--- src/hdl/rkf_pkg.sv ---
package rkf_pkg;

   // Image geometry limits
   localparam int MaxWidth  = 4096;
   localparam int MaxHeight = 4096;
   localparam int ColW      = $clog2(MaxWidth);
   localparam int RowW      = $clog2(MaxHeight);

   // Field widths fixed by the register and channel definitions
   localparam int ChanW    = 8;
   localparam int CoordW   = 12;
   localparam int DimW     = 13;
   localparam int SelW     = 12;
   localparam int ModeW    = 2;
   localparam int CsrIdxW  = 3;
   localparam int CsrDataW = 13;

   // Kernel arithmetic
   localparam int SumW     = 14;
   localparam int CoefW    = 5;
   localparam int RecipW   = 13;
   localparam int ProdW    = 26;
   localparam int BoxShift = 16;
   localparam logic [RecipW-1:0] BoxRecip = 13'd7282;  // ceil(2^16 / 9)

   // Filter modes
   localparam logic [ModeW-1:0] ModeEdge    = 2'd0;
   localparam logic [ModeW-1:0] ModeSharpen = 2'd1;
   localparam logic [ModeW-1:0] ModeBox     = 2'd2;
   localparam logic [ModeW-1:0] ModeGauss   = 2'd3;

   // Register indexes
   localparam logic [CsrIdxW-1:0] RegFilterMode  = 3'd0;
   localparam logic [CsrIdxW-1:0] RegImageWidth  = 3'd1;
   localparam logic [CsrIdxW-1:0] RegImageHeight = 3'd2;
   localparam logic [CsrIdxW-1:0] RegSelLeft     = 3'd3;
   localparam logic [CsrIdxW-1:0] RegSelTop      = 3'd4;
   localparam logic [CsrIdxW-1:0] RegSelRight    = 3'd5;
   localparam logic [CsrIdxW-1:0] RegSelBottom   = 3'd6;

   typedef logic signed [CoefW-1:0] coef_type;

   // Rows: edge, sharpen, box, gaussian; taps in raster order of the window
   localparam coef_type KernelTable [4][9] = '{
      '{-5'sd1, -5'sd1, -5'sd1, -5'sd1,  5'sd8, -5'sd1, -5'sd1, -5'sd1, -5'sd1},
      '{ 5'sd0, -5'sd1,  5'sd0, -5'sd1,  5'sd5, -5'sd1,  5'sd0, -5'sd1,  5'sd0},
      '{ 5'sd1,  5'sd1,  5'sd1,  5'sd1,  5'sd1,  5'sd1,  5'sd1,  5'sd1,  5'sd1},
      '{ 5'sd1,  5'sd2,  5'sd1,  5'sd2,  5'sd4,  5'sd2,  5'sd1,  5'sd2,  5'sd1}
   };

   typedef struct packed {
      logic [ChanW-1:0] red;
      logic [ChanW-1:0] green;
      logic [ChanW-1:0] blue;
   } pixel_type;

   localparam int PixW = $bits(pixel_type);

   typedef struct packed {
      logic [ModeW-1:0] filter_mode;
      logic [DimW-1:0]  image_width;
      logic [DimW-1:0]  image_height;
      logic [SelW-1:0]  sel_left;
      logic [SelW-1:0]  sel_top;
      logic [DimW-1:0]  sel_right;
      logic [DimW-1:0]  sel_bottom;
   } cfg_type;

   // Position of the arriving pixel and which results it causes
   typedef struct packed {
      logic            filt_prev;  // upper-left neighbor completes a filtered pixel
      logic            filt_cur;   // this pixel is filtered, so not passed through now
      logic [RowW-1:0] row;
      logic [ColW-1:0] col;
   } scan_type;

endpackage

--- src/hdl/rkf_scan.sv ---
module rkf_scan import rkf_pkg::*; (
   input  logic     clock,
   input  logic     reset,
   input  logic     advance,
   input  cfg_type  cfg,
   output scan_type info
);

   logic [RowW-1:0] row_ff, row_in;
   logic [ColW-1:0] col_ff, col_in;
   logic [DimW-1:0] w_eff, h_eff;
   logic [DimW-1:0] top_b, left_b, bot_b, rgt_b;
   logic [DimW-1:0] row_x, col_x;

   function automatic logic in_region(input logic [DimW-1:0] r, input logic [DimW-1:0] c,
                                      input logic [DimW-1:0] t, input logic [DimW-1:0] b,
                                      input logic [DimW-1:0] l, input logic [DimW-1:0] rt);
      return (r >= t) && (r < b) && (c >= l) && (c < rt);
   endfunction

   always_comb begin
      // Zero counts as one, oversize clips to MaxWidth (the line-store size) and MaxHeight
      if (cfg.image_width == '0) begin
         w_eff = DimW'(1);
      end else if (cfg.image_width > DimW'(MaxWidth)) begin
         w_eff = DimW'(MaxWidth);
      end else begin
         w_eff = cfg.image_width;
      end
      if (cfg.image_height == '0) begin
         h_eff = DimW'(1);
      end else if (cfg.image_height > DimW'(MaxHeight)) begin
         h_eff = DimW'(MaxHeight);
      end else begin
         h_eff = cfg.image_height;
      end

      // Shrink the selection to leave out the image border
      top_b  = (cfg.sel_top  == '0) ? DimW'(1) : DimW'(cfg.sel_top);
      left_b = (cfg.sel_left == '0) ? DimW'(1) : DimW'(cfg.sel_left);
      bot_b  = (cfg.sel_bottom < h_eff - DimW'(1)) ? cfg.sel_bottom : h_eff - DimW'(1);
      rgt_b  = (cfg.sel_right  < w_eff - DimW'(1)) ? cfg.sel_right  : w_eff - DimW'(1);

      row_x = DimW'(row_ff);
      col_x = DimW'(col_ff);

      info.row       = row_ff;
      info.col       = col_ff;
      info.filt_cur  = in_region(row_x, col_x, top_b, bot_b, left_b, rgt_b);
      info.filt_prev = (row_ff != '0) && (col_ff != '0) &&
                       in_region(row_x - DimW'(1), col_x - DimW'(1),
                                 top_b, bot_b, left_b, rgt_b);

      // Raster advance
      row_in = row_ff;
      col_in = col_ff;
      if (advance) begin
         if (col_x + DimW'(1) >= w_eff) begin
            col_in = '0;
            if (row_x + DimW'(1) >= h_eff) begin
               row_in = '0;
            end else begin
               row_in = row_ff + RowW'(1);
            end
         end else begin
            col_in = col_ff + ColW'(1);
         end
      end
   end

   always_ff @(posedge clock) begin
      if (reset) begin
         row_ff <= '0;
         col_ff <= '0;
      end else begin
         row_ff <= row_in;
         col_ff <= col_in;
      end
   end

endmodule

--- config.mk ---
export PLATFORM = sky130hd
export DESIGN_NAME = rkf_scan
export DESIGN_NICKNAME = d
export VERILOG_FILES = /design/src/hdl/rkf_pkg.sv /design/src/hdl/rkf_scan.sv
export SDC_FILE = /design/constraint.sdc
export NUM_CORES = 1
export LEC_CHECK = 0
export ABC_CLOCK_PERIOD_IN_PS = 16900
export BUFFER_PORTS_ARGS = -buffer_cell sky130_fd_sc_hd__buf_2
export CORE_MARGIN = 2
export CORE_UTILIZATION = 42
export CTS_BUF_LIST = sky130_fd_sc_hd__clkbuf_4 sky130_fd_sc_hd__clkbuf_8
export DETAILED_ROUTE_END_ITERATION = 12
export PLACE_DENSITY = 0.75
export SYNTH_ARGS = -nofsm -noshare
export SYNTH_HDL_FRONTEND = slang
export SYNTH_SLANG_ARGS = --single-unit
--- constraint.sdc ---
create_clock -name clock -period 16.9 [get_ports clock]
set_input_delay 3.38 -clock clock [delete_from_list [all_inputs] [get_ports clock]]
set_output_delay 3.38 -clock clock [all_outputs]
set_load 0.05 [all_outputs]
==> flow_summary_export.csv <==
group,metric,value,unit
critical_path,r2r_end,"col_ff[10]",
worst_hold_path,hp-start,"row_ff[1]",
critical_path,r2r_cells,13,
route,num_vias,6294,
route,antenna_left,0,
critical_path,cp_max_fo,19,
yosys,syn_inst,814,
yosys,synthDistinctLibCells,69,
timing,finalHoldViolCount,0,
global_route,grt_max_degree,27,
critical_path,startpoint_type,"primary input",
clocking,root_buffer,"clkbuf_8",
floorplanning,dieArea,15500,um2
yosys,syn-num-nets,1033,
clocking,cts_tree,"yes",
yosys,synthTopCellsByArea,"ha_1, dfxtp_1, a21oi_1, xor2_1, nand2_1",
yosys,yosysMostFrequentCell,"ha_1",
layout,finalNetCount,1109,
route,drt_first_pass_iters,5,
timing,period_needed,13.33,ns
yosys,netlist_area,6100,um2
route,finalWirelength,17130,um
timing,max_slew.worst_pin.slew,1.233,ns
layout,drive_above_1_share,0.1654,
timing,setup-violations-final,0,
floorplanning,placementRows,44,
critical_path,rrSetupSlack,12.80,ns
critical_path,critPathRequiredTime,13.52,ns
global_route,track_usage,0.2167,
critical_path,cp_data_arrival_time,9.95,ns
timing,slew_headroom,0.1691,
flow_run,maxCapViolCount,0,
yosys,yosys-top-cells-count,"ha_1, nand2_1, a21oi_1, inv_1, nor2_1",
yosys,synth_warnings,0,
floorplanning,ios,107,
power,p_leak,3.359,nW
yosys,syn_area_per_cell,7.493,um2
critical_path,crit_slowest_cell,"nor4_1",
worst_hold_path,hold-path-cell-count,2,
route,vias_per_cell,5.860,
clocking,cts-resized-gates,0,
timing,tns,0,ns
timing,period_share,0.7888,
yosys,yosysSeqAreaShare,0.07877,
place,place.gp.congestion,0.9422,
layout,area_growth,11.41,%
critical_path,worstSetupPathType,"primary input to output pin",
floorplanning,die_y,124.5,um
timing,slew_viol_final,0,
route,avgRoutedWirePerCell,15.95,um
critical_path,endpoint_kind,"output pin",
place,place_hpwl,14190,um
timing,max_freq,75.01,MHz
run_status,status,"finished clean",
clocking,cts_setup_buffers,0,
clocking,cts_buffers,3,
global_route,grt_pass1_vias,5710,
clocking,htree_levels,1,
route,drtIter0Drc,417,
layout,num-fill-cells,1459,
worst_hold_path,holdPathEnd,"row_ff[1]",
global_route,grt_pass1_wl,28350,um
place,port_buffers,104,
yosys,synthArstFlopShare,0,
timing,skew,0.006826,ns
yosys,synth_area_leader_cell,"ha_1",
floorplanning,core,14370,um2
global_route,overflow,0,
layout,layout.cells.non_filler,1074,
worst_hold_path,min_path_type,"register to register",
clocking,clockBufferDepth,2,
place,dp_cells,1069,
place,placement.cell_area,6721,um2
power,peakVddDrop,27.69,uV
yosys,netlist.area_leader.share,0.2831,
route,drc,0,
critical_path,cpPeakStageDelay,0.60,ns
clocking,clk_latency,0.27,ns
floorplanning,initial_core_util,0.4245,
yosys,synthFlopType,"dfxtp_1",
yosys,synth-seq-cells,24,
clocking,hold_buffers,0,
yosys,synth-edff-count,0,
critical_path,worstReg2RegStart,"col_ff[0]",
clocking,clock-sinks,24,
floorplanning,fp.dieW,124.5,um
clocking,clkTransAtPathRegs,0.10,ns
power,p_total,0.2613,mW
layout,final_area,6795,um2
power,p_per_area,38.45,nW/um2
global_route,antenna_found_initial,1,
timing,rsz0062_at_grt,"no",
[per-layer routing]
metal / track usage / vias to the layer above / wire (um)
li1: - / 3187 / -
met1: 0.3112 / 2877 / 7989
met2: 0.3565 / 200 / 7901
met3: 0.01503 / 30 / 891
met4: 0.04560 / 0 / 343
met5: 0 / - / 0
[cell usage in the layout (no fill, tap or decap), drive strengths merged, types with 4 or more instances in the layout]
cell type	synthesis	final
a211oi	11	11
a21o	18	18
a21oi	56	56
a31o	16	16
a31oi	6	6
and2	4	4
and3	11	11
and4	5	5
buf	7	106
dfxtp	24	24
ha	138	138
inv	56	56
mux2	6	6
mux2i	6	6
nand2	63	63
nand2b	20	20
nand3	23	23
nand4	20	20
nor2	52	52
nor2b	9	9
nor3	33	33
nor3b	5	5
nor4	19	19
o211ai	6	6
o21a	20	20
o21ai	40	40
o31ai	5	5
or3	7	7
or4	9	9
xnor2	20	20
xor2	27	27
[sequential cells by signal, summed over array words and instances, names as in the netlist]
signal	count
row_ff	12
col_ff	12
[per-stage QoR]
stage               setup WS [ns]    util  hold slack, ns
global route                3.258  0.4729          0.6768
global placement            3.702  0.4678          0.6014
CTS                         3.611  0.4727          0.6182
detailed placement          3.637  0.4678          0.6006
finish                      3.569  0.4729          0.6227
floorplan                   4.305       -          0.7400
[report_power, final]
part | switching [mW] | internal, mW
Clock | 0.0200 | 0.0317
Sequential | 0.00143 | 0.0569
Combinational | 0.0875 | 0.0638
Total | 0.109 | 0.152
[worst max-delay path by stage]
stage	from	endpoint	slack (ns)	cells after the start
finish	cfg[53]	info[25]	3.57	27
global route	cfg[53]	info[25]	3.26	27
CTS	cfg[53]	info[25]	3.61	27
detailed placement	cfg[53]	info[25]	3.64	27
global placement	cfg[53]	info[25]	3.70	27
floorplan	cfg[70]	info[24]	4.31	28
[worst max-delay path: cells and delay by family]
kind                     cells  cell delay, ns
buffers and inverters        3            0.54
adder cells (fa/ha/maj)      3            0.93
AO/OA/AOI/OAI               12            2.72
AND/OR/NAND/NOR              9            2.36
[cells by family after synthesis]
family | synth area share
AOI/OAI and AO/OA | 0.2267
xor gates and xnor gates | 0.06749
adders and majority gates | 0.2849
buffers and inverters | 0.05805
DFF | 0.07877
muxes | 0.02154
and+or+nand+nor | 0.2626
[layout make-up]
class                           instances  area, um2  area share
Multi-Input combinational cell        699       5265      0.7748
Clock inverter                          1      30.03    0.004419
Timing Repair Buffer                  106      535.5     0.07881
Tap cell                              184      230.2     0.03388
Antenna cell                            1      2.502   0.0003683
Clock buffer                            3      41.29    0.006076
Sequential cell                        24      480.5     0.07071
Inverter                               56      210.2     0.03093
No activity file was read; power rests on OpenSTA's default activity.
